### config.mk
export PLATFORM = sky130hd
export DESIGN_NAME = base64_codec_core
export DESIGN_NICKNAME = d
export VERILOG_FILES = /design/src/rtl/b64c_pkg.sv /design/src/rtl/b64c_engine.sv /design/src/rtl/b64c_outq.sv /design/src/rtl/base64_codec_core.sv
export SDC_FILE = /design/constraint.sdc
export NUM_CORES = 1
export LEC_CHECK = 0
export BUFFER_PORTS_ARGS = -buffer_cell sky130_fd_sc_hd__buf_2
export CORE_ASPECT_RATIO = 0.6
export CORE_MARGIN = 4
export CORE_UTILIZATION = 30
export CTS_BUF_LIST = sky130_fd_sc_hd__clkbuf_4 sky130_fd_sc_hd__clkbuf_8
export CTS_CLUSTER_SIZE = 24
export DETAILED_ROUTE_END_ITERATION = 10
export PLACE_DENSITY = 0.46
export SLEW_MARGIN = 20
export SYNTH_ARGS = -nofsm -noshare
export SYNTH_HDL_FRONTEND = slang
export SYNTH_SLANG_ARGS = --single-unit
export TNS_END_PERCENT = 5
### constraint.sdc
create_clock -name clk -period 10.1 [get_ports clk]
set_clock_uncertainty 0.15 [all_clocks]
set_input_delay 1.515 -clock clk [delete_from_list [all_inputs] [get_ports clk]]
set_output_delay 1.515 -clock clk [all_outputs]
set_load 0.03 [all_outputs]
### src/rtl/b64c_pkg.sv
`timescale 1ns / 1ps

package b64c_pkg;

  typedef enum logic {
    MODE_ENCODE = 1'b0,
    MODE_DECODE = 1'b1
  } mode_t;

  localparam int unsigned MaxResults = 4;

  localparam logic [7:0] PAD_CHAR   = 8'h3D;
  localparam logic [7:0] PLUS_CHAR  = 8'h2B;
  localparam logic [7:0] SLASH_CHAR = 8'h2F;
  localparam logic [6:0] NO_SEXTET  = 7'd64;

  typedef struct packed {
    logic [7:0] data;
    logic       valid;
    logic       eom;
  } result_t;

  typedef struct packed {
    result_t [MaxResults-1:0] item;
    logic [2:0]               count;
  } batch_t;

  function automatic logic [7:0] b64_char(input logic [5:0] s);
    logic [7:0] c;
    if (s < 6'd26) begin
      c = 8'h41 + {2'b00, s};
    end else if (s < 6'd52) begin
      c = 8'h61 + {2'b00, s} - 8'd26;
    end else if (s < 6'd62) begin
      c = 8'h30 + {2'b00, s} - 8'd52;
    end else if (s == 6'd62) begin
      c = PLUS_CHAR;
    end else begin
      c = SLASH_CHAR;
    end
    return c;
  endfunction

  function automatic logic [6:0] b64_sextet(input logic [7:0] c);
    logic [6:0] v;
    if (c >= 8'h41 && c <= 8'h5A) begin
      v = 7'(c - 8'h41);
    end else if (c >= 8'h61 && c <= 8'h7A) begin
      v = 7'(c - 8'h61 + 8'd26);
    end else if (c >= 8'h30 && c <= 8'h39) begin
      v = 7'(c - 8'h30 + 8'd52);
    end else if (c == PLUS_CHAR) begin
      v = 7'd62;
    end else if (c == SLASH_CHAR) begin
      v = 7'd63;
    end else begin
      v = NO_SEXTET;
    end
    return v;
  endfunction

endpackage

### src/rtl/b64c_engine.sv
`timescale 1ns / 1ps

module b64c_engine (
  input  logic            clk,
  input  logic            rst,
  input  logic            cfg_we,
  input  logic            cfg_wdata,
  input  logic            in_valid,
  output logic            in_stall,
  input  logic [7:0]      in_byte,
  input  logic            is_last,
  output logic            hold_valid,
  input  logic            load,
  output b64c_pkg::batch_t batch
);
  import b64c_pkg::*;

  mode_t       mode;
  logic [7:0]  hold_byte;
  logic        hold_last;
  logic [11:0] bit_store;
  logic [3:0]  bit_count;
  logic [1:0]  group_phase;
  logic [11:0] bit_store_next;
  logic [3:0]  bit_count_next;
  logic [1:0]  group_phase_next;

  logic [11:0] st;
  logic [4:0]  cnt;
  logic [1:0]  phn;
  logic [6:0]  sx;
  logic [11:0] sh;
  logic [2:0]  n;

  assign in_stall = hold_valid && !load;

  always_ff @(posedge clk) begin
    if (rst) begin
      hold_valid <= 1'b0;
    end else if (in_valid && !in_stall) begin
      hold_valid <= 1'b1;
    end else if (load) begin
      hold_valid <= 1'b0;
    end
  end

  always_ff @(posedge clk) begin
    if (in_valid && !in_stall) begin
      hold_byte <= in_byte;
      hold_last <= is_last;
    end
  end

  always_ff @(posedge clk) begin
    if (rst) begin
      mode        <= MODE_ENCODE;
      bit_store   <= '0;
      bit_count   <= '0;
      group_phase <= '0;
    end else if (cfg_we) begin
      mode        <= mode_t'(cfg_wdata);
      bit_store   <= '0;
      bit_count   <= '0;
      group_phase <= '0;
    end else if (load) begin
      bit_store   <= bit_store_next;
      bit_count   <= bit_count_next;
      group_phase <= group_phase_next;
    end
  end

  always_comb begin
    batch = '0;
    n     = '0;
    st    = bit_store;
    cnt   = {1'b0, bit_count};
    phn   = group_phase;
    sx    = NO_SEXTET;
    sh    = '0;
    if (mode == MODE_ENCODE) begin
      st  = {bit_store[3:0], hold_byte};
      cnt = {1'b0, bit_count} + 5'd8;
      for (int i = 0; i < 2; i++) begin
        if (cnt >= 5'd6 && cnt <= 5'd12) begin
          cnt = cnt - 5'd6;
          sh  = st >> cnt[3:0];
          if (n < 3'd4) begin
            batch.item[n[1:0]].data  = b64_char(sh[5:0]);
            batch.item[n[1:0]].valid = 1'b1;
            n = n + 3'd1;
          end
          phn = phn + 2'd1;
        end
      end
      if (hold_last && cnt >= 5'd1 && cnt <= 5'd5) begin
        sh = st << (4'd6 - cnt[3:0]);
        if (n < 3'd4) begin
          batch.item[n[1:0]].data  = b64_char(sh[5:0]);
          batch.item[n[1:0]].valid = 1'b1;
          n = n + 3'd1;
        end
        phn = phn + 2'd1;
      end
      for (int i = 0; i < 3; i++) begin
        if (hold_last && phn != 2'd0 && n < 3'd4) begin
          batch.item[n[1:0]].data  = PAD_CHAR;
          batch.item[n[1:0]].valid = 1'b1;
          n   = n + 3'd1;
          phn = phn + 2'd1;
        end
      end
    end else begin
      sx = b64_sextet(hold_byte);
      if (!sx[6]) begin
        st  = {bit_store[5:0], sx[5:0]};
        cnt = {1'b0, bit_count} + 5'd6;
        if (cnt >= 5'd8 && cnt <= 5'd12) begin
          cnt = cnt - 5'd8;
          sh  = st >> cnt[3:0];
          batch.item[0].data  = sh[7:0];
          batch.item[0].valid = 1'b1;
          n = 3'd1;
        end
      end
      if (hold_last && n == 3'd0) begin
        batch.item[0].data  = 8'd0;
        batch.item[0].valid = 1'b0;
        n = 3'd1;
      end
    end
    for (int i = 0; i < MaxResults; i++) begin
      batch.item[i].eom = hold_last && (n == 3'(i + 1));
    end
    batch.count = n;
    if (hold_last) begin
      bit_store_next   = '0;
      bit_count_next   = '0;
      group_phase_next = '0;
    end else begin
      bit_store_next   = st;
      bit_count_next   = cnt[3:0];
      group_phase_next = phn;
    end
  end

  assert property (@(posedge clk) disable iff (rst)
    (load && hold_last) |=> (bit_store == '0 && bit_count == '0 && group_phase == '0))
    else $error("state not cleared after final transaction");

  assert property (@(posedge clk) disable iff (rst)
    (mode == MODE_ENCODE) |-> (bit_count == 4'd0 || bit_count == 4'd2 || bit_count == 4'd4))
    else $error("encode bit count out of sequence");

  assert property (@(posedge clk) disable iff (rst)
    (hold_valid && load) |-> (batch.count <= 3'd4))
    else $error("result count exceeds buffer depth");

endmodule

### src/rtl/b64c_outq.sv
`timescale 1ns / 1ps

module b64c_outq (
  input  logic             clk,
  input  logic             rst,
  input  logic             hold_valid,
  output logic             load,
  input  b64c_pkg::batch_t batch,
  output logic             res_valid,
  input  logic             res_stall,
  output logic [7:0]       out_byte,
  output logic             out_valid,
  output logic             end_of_message
);
  import b64c_pkg::*;

  result_t    q [MaxResults];
  logic [2:0] qcnt;
  logic       pop;
  logic       free;

  assign pop            = (qcnt != 3'd0) && !res_stall;
  assign free           = (qcnt == 3'd0) || (qcnt == 3'd1 && pop);
  assign load           = hold_valid && free;
  assign res_valid      = (qcnt != 3'd0);
  assign out_byte       = q[0].data;
  assign out_valid      = q[0].valid;
  assign end_of_message = q[0].eom;

  always_ff @(posedge clk) begin
    if (rst) begin
      qcnt <= '0;
    end else if (load) begin
      qcnt <= batch.count;
    end else if (pop) begin
      qcnt <= qcnt - 3'd1;
    end
  end

  always_ff @(posedge clk) begin
    if (load) begin
      for (int i = 0; i < MaxResults; i++) begin
        q[i] <= batch.item[i];
      end
    end else if (pop) begin
      for (int i = 0; i < MaxResults - 1; i++) begin
        q[i] <= q[i+1];
      end
    end
  end

  assert property (@(posedge clk) disable iff (rst)
    qcnt <= 3'd4)
    else $error("result buffer count out of range");

  assert property (@(posedge clk) disable iff (rst)
    (qcnt != 3'd0 && res_stall) |=> $stable(qcnt))
    else $error("buffer count moved while output stalled");

  assert property (@(posedge clk) disable iff (rst)
    (qcnt > 3'd1) |-> !load)
    else $error("batch loaded over pending results");

endmodule

### src/rtl/base64_codec_core.sv
`timescale 1ns / 1ps

// channel   handshake             payload
// input     in_valid / in_stall   in_byte, is_last
// result    res_valid / res_stall out_byte, out_valid, end_of_message
// config    cfg_we                cfg_wdata (mode)
//
// An accepted transaction waits in the input register until the result buffer is free,
// then its results (0 to 4) load into a 4-entry result buffer and leave one per cycle
// while res_stall is low. An encode byte gives 1 or 2 results, up to 4 if final; a
// decode character gives at most 1 byte, or a single not-valid result if final.
// Reset (rst, synchronous) clears mode to encode, the bit store and both buffers.
// res_stall holds the buffer head; input is stalled only while the buffer cannot take
// the held item.

module base64_codec_core (
  input  logic       clk,
  input  logic       rst,
  input  logic       cfg_we,
  input  logic       cfg_wdata,
  input  logic       in_valid,
  output logic       in_stall,
  input  logic [7:0] in_byte,
  input  logic       is_last,
  output logic       res_valid,
  input  logic       res_stall,
  output logic [7:0] out_byte,
  output logic       out_valid,
  output logic       end_of_message
);
  import b64c_pkg::*;

  logic   hold_valid;
  logic   load;
  batch_t batch;

  b64c_engine u_engine (
    .clk        (clk),
    .rst        (rst),
    .cfg_we     (cfg_we),
    .cfg_wdata  (cfg_wdata),
    .in_valid   (in_valid),
    .in_stall   (in_stall),
    .in_byte    (in_byte),
    .is_last    (is_last),
    .hold_valid (hold_valid),
    .load       (load),
    .batch      (batch)
  );

  b64c_outq u_outq (
    .clk            (clk),
    .rst            (rst),
    .hold_valid     (hold_valid),
    .load           (load),
    .batch          (batch),
    .res_valid      (res_valid),
    .res_stall      (res_stall),
    .out_byte       (out_byte),
    .out_valid      (out_valid),
    .end_of_message (end_of_message)
  );

endmodule

Word-level counts from Yosys, hierarchy flattened --
Memories as Yosys holds them, arrays and structs flattened. Index checks and enable logic that the tools add are counted.
Storage, ports and cells: memories kept 1, bits in writable memories 40, bits of input ports 15, register bits 26, logic and storage cells 274
Cells by class: mux-type cells 126, bitwise gates (word level) 3, reduce and logical (&&, ||, !) cells 44, magnitude comparators 38, equality and inequality tests 12, add/subtract/negate cells 38, shift-type cells 4
Memories:
- u_outq.q | depth 4, bits a word 10, rd ports 4, clocked after Yosys merged registers in 0, write ports 4, RTL line b64c_outq.sv:17 | result_t q [MaxResults];
Operators by type and width (count):
- $mux 40 | 11
- $bwmux 40 | 10
- $demux 10 s2 | 10
- $mux 8 | 15
- $mux 10 | 8
- $mux 3 | 21
- $mux 9 | 6
- $add 7x6->8 const A | 6
- $mux 7 | 6
- $lt 6x6->1 const B | 6
- $mux 2 | 18
- $mux 30 | 1
- $logic_and 1x1->1 | 29
- $shr 12x4->6 | 2
- $sub 8x5->8 const B | 3
- $sub 8x6->8 const B | 3
- $add 6x6->7 const A | 3
- $mux 5 | 4
- $eq 6x6->1 const B | 3
- $lt 6x5->1 const B | 3
- $mux 6 | 3
- $eq 8x6->1 const B | 2
- $ge 8x7->1 const B | 2
- $le 8x7->1 const B | 2
- 39 further kinds | 88

Longest topological paths before layout --
depth after elaboration 38, mapped depth 31, depth with buffers taken out 24

Cells and area by module --
A second synthesis with hierarchy kept.
Second synthesis, totals: cell total of the unflattened synthesis 844, area total of the unflattened synthesis 7045.5 um^2
By module, submodules not included:
- b64c_engine | area an instance 5147.4 um^2, times used 1, cells each 740
- b64c_outq | area an instance 1898.1 um^2, times used 1, cells each 104

Least setup slack after synthesis --
Ideal clock, no wire load.
path kind register to register, start register u_engine.bit_count[1], end memory u_outq.q[0][8] (netlist name), data pin, setup slack 4.005 ns, clock period less this slack 6.095 ns, stages on the path, launching flop included 31, data arrival time 5.684 ns, cells stage by stage dfxtp_1 -> buf_4 -> inv_2 -> buf_1 -> ha_1 -> buf_2 -> buf_2 -> buf_2 -> clkbuf_1 -> nor2b_1 -> o21ai_0 -> a21oi_1 -> ha_1 -> nand2_1 -> nor4_1 -> o21a_1 -> buf_4 -> inv_4 -> nand3b_1 -> buf_4 -> o21ai_0 -> ha_1 -> nor4b_1 -> inv_1 -> mux2_2 -> inv_1 -> ha_1 -> nand3_1 -> o31ai_4 -> nor2_2 -> a221o_1
RTL lines:
- start: declaration | RTL line b64c_engine.sv:22 | logic [3:0] bit_count;
- start signal: assignment | RTL line b64c_engine.sv:67 | bit_count <= bit_count_next;
- end: declaration | RTL line b64c_outq.sv:17

==> run metrics <==
DR WL/cell 20.8 um; period utilization 71.8%; post-CTS setup buffers 0; Seq/Total Area, Yosys 23.4%; status finished clean; clock root cell clkbuf_8; die area 28,300 sq um; setup TNS 0 ns; Post-route DRC 0; # nets final 1,004; CTS HTree Levels 3; Die Width 214 um; Worst Setup End Kind flip-flop; antenna violations before repair 0; critical path class flip-flop to flip-flop; DRT iter0 DRCs 726; VDD IR max 0.0786 mV; Synth Register Bits 65; first-pass GRT wire length 40.4 mm; synth warn 0; PD cells 198 nW/um^2; vias per cell 5.80; Lkg Pwr 3.09 nW; drt first pass iters 5; Crit path required time 10.12 ns; Netlist cell types 98; worst skew pair latency 0.40 ns; Cells after Synth 933; Worst R2R Setup Slack 2.84 ns; Reg2Reg Launch Point u_engine.bit_count[2]$_SDFFE_PP0P_; CTS Buffer Depth 2; hold slack 0.360 ns; vias in the first global route 6,601; CP top delay family simple AND/OR/NAND/NOR gates; crit-path max FO 24; CTS Hold Bufs 0; Critical Path AT 7.27 ns; Main synth FF type edfxtp_1; Rel. slew slack 32.5%; Cell Chain, Critical Path inv_1 > ha_1 > buf_4 > nor2b_1 > xnor2_1 > nor2_1 > or3_1 > a31o_2 > and2_1 > ha_1 > nand3b_1 > nand3_1 > o21ai_0 > ha_1 > nor4b_2 > buf_4 > inv_1 > mux2_2 > inv_1 > ha_1 > nand3_1 > o31ai_4 > nor2_2 > a221o_1; share of post-route cells with drive strength above 1 12.6%; cts bufs inserted 9; final global-route overflow total 0; RSZ-0062 raised after global routing false; number of synthesized flops with an enable pin 49; largest net degree at the start of global routing 59; Final setup viols 0; TritonCTS clock tree done; global placement routability congestion 0.886; num ports 27; MaxCap Viol Count 0; CORE AREA 24,700 sq um; Tmin final 7.26 ns; Num Clock Sinks 65; Hold Path Cell Cnt 2; Max Clk Rate 138 MHz; CP max stage delay 0.66 ns; Worst Setup Start Kind flip-flop; ys async rst share 0%; area growth from synthesis to layout 7.69%; via count 7,273; Starting Density 31.1%; hold_sp u_engine.bit_store[5]$_SDFFE_PP0P_; worst-margin pin slew 0.988 ns; Critical R2R Capture u_outq.q[0][8]$_DFFE_PP_; height of the die 132 um; hpwl dp 20.0 mm; Final Hold Violating Endpoints 0; Sequential Area 1790 sq um; gr usage total 18.1%; clock-pin slew on the worst setup and hold paths 0.09 ns; layout filler cell count 2,629; area of the multi-input gates 5300 sq um; Hold Path Sink u_engine.bit_store[5]$_SDFFE_PP0P_; Avg Cell Area, Syn 8.21 sq um; post-route ant nets 0; most frequent cell on the critical path ha_1; # rows 44; Hold WC Path Type flip-flop to flip-flop; critical path's slowest cell dfxtp_1; # resized after CTS 0; CP bufs+invs 5; final count of pins violating max slew 0; worst r2r path cells 24; DRT Wirelength 26.1 mm; Port-buffer cells 26; Post-Syn Area 7660 sq um; Net Count, Synth 1,012
[cell type report]
class / instances / area share, %
clock inverter: 7 / 1.73
timing repair buffer: 40 / 2.85
tap: 322 / 4.88
sequential: 65 / 21.7
antenna: 2 / 0.0606
clock buffer: 9 / 1.50
inverter: 66 / 3.03
multi-input combinational: 743 / 64.2
[registers in the layout, indices dropped and copies added (netlist names)]
register,cells
u_engine.group_phase,2
u_engine.mode,1
u_engine.hold_valid,1
u_engine.bit_store,6
u_engine.hold_last,1
u_outq.q,40
u_engine.bit_count,3
u_engine.hold_byte,8
u_outq.qcnt,3
[cell families after synthesis]
kind of cell / share of synthesized area (%)
simple gates: 20.9
compound gates: 28.8
buf+inv: 7.59
flops: 23.4
fa+ha+maj: 10.5
mux: 6.30
xor+xnor: 2.50
[worst reg2reg max path, cell delays in order, from the launching register on]
cell and delay (ns):
dfxtp_1 0.66, inv_1 0.17, ha_1 0.60, buf_4 0.38
nor2b_1 0.48, xnor2_1 0.18, nor2_1 0.08, or3_1 0.35
a31o_2 0.27, and2_1 0.16, ha_1 0.25, nand3b_1 0.49
nand3_1 0.18, o21ai_0 0.15, ha_1 0.29, nor4b_2 0.28
buf_4 0.23, inv_1 0.11, mux2_2 0.33, inv_1 0.09
ha_1 0.15, nand3_1 0.11, o31ai_4 0.44, nor2_2 0.15
a221o_1 0.31
[per-stage QoR]
step	utilization (%)	power (mW)	setup WS, ns	instances	area [sq um]
3_5_place_dp	32.3	1.33	2.94	1236	7980
6_report	33.5	1.64	2.84	1254	8250
3_3_place_gp	32.3	1.33	3.16	1236	7980
5_1_grt	33.4	1.76	2.28	1252	8250
4_1_cts	33.4	1.64	2.91	1252	8240
2_1_floorplan	-	1.09	4.01	933	7660
[layer usage]
| metal | global-route usage, % | routed length, um | up-vias |
|---|---|---|---|
| met2 | 22.2 | 9390 | 252 |
| met4 | 3.78 | 260 | 0 |
| li1 | - | - | 3483 |
| met3 | 4.97 | 2160 | 20 |
| met5 | 0 | 0 | - |
| met1 | 30.0 | 14200 | 3518 |
[Yosys cell counts, types with 17 or more instances]
master	instances	area, sq um
nand2_1	86	323
nor2_1	80	300
a21oi_1	66	330
ha_1	63	788
inv_1	62	233
edfxtp_1	49	1470
o21ai_0	45	225
nor3_1	28	140
clkbuf_1	26	97.6
nand3_1	21	105
nand2b_1	17	106
[layout by cell type, fill, tap and decap left out, drive strengths merged, types with 12 or more instances in the layout]
cell type | Yosys | routed
nand2 | 86 | 86
a31oi | 15 | 15
and2 | 15 | 15
edfxtp | 49 | 49
nor2b | 14 | 14
a21oi | 68 | 68
nor3 | 30 | 30
mux2 | 12 | 12
mux2i | 16 | 16
nor2 | 84 | 84
nand3 | 21 | 21
o21ai | 57 | 57
inv | 65 | 65
a211oi | 13 | 13
dfxtp | 16 | 16
xnor2 | 17 | 17
o211ai | 13 | 13
nand2b | 17 | 17
ha | 63 | 63
a2111oi | 14 | 14
buf | 33 | 40
[where the power goes]
group          switching, mW  total [mW]  internal [mW]
logic                  0.554       0.852          0.298
clock network          0.118       0.307          0.189
registers             0.0535       0.478          0.425
[how the worst max path moves through the flow]
stage | startpoint | end | slack, ns | cells past startpoint
2_1_floorplan | u_engine.bit_count[1]$_SDFFE_PP0P_ | u_outq.q[0][8]$_DFFE_PP_ | 4.01 | 30
3_3_place_gp | u_engine.bit_count[2]$_SDFFE_PP0P_ | u_outq.q[0][8]$_DFFE_PP_ | 3.16 | 24
3_5_place_dp | u_engine.bit_count[2]$_SDFFE_PP0P_ | u_outq.q[0][8]$_DFFE_PP_ | 2.94 | 24
4_1_cts | u_engine.bit_count[2]$_SDFFE_PP0P_ | u_outq.q[0][8]$_DFFE_PP_ | 2.91 | 24
5_1_grt | u_engine.bit_count[2]$_SDFFE_PP0P_ | u_outq.q[0][8]$_DFFE_PP_ | 2.28 | 22
6_report | u_engine.bit_count[2]$_SDFFE_PP0P_ | u_outq.q[0][8]$_DFFE_PP_ | 2.84 | 24
No activity file was read; power rests on OpenSTA's default activity.
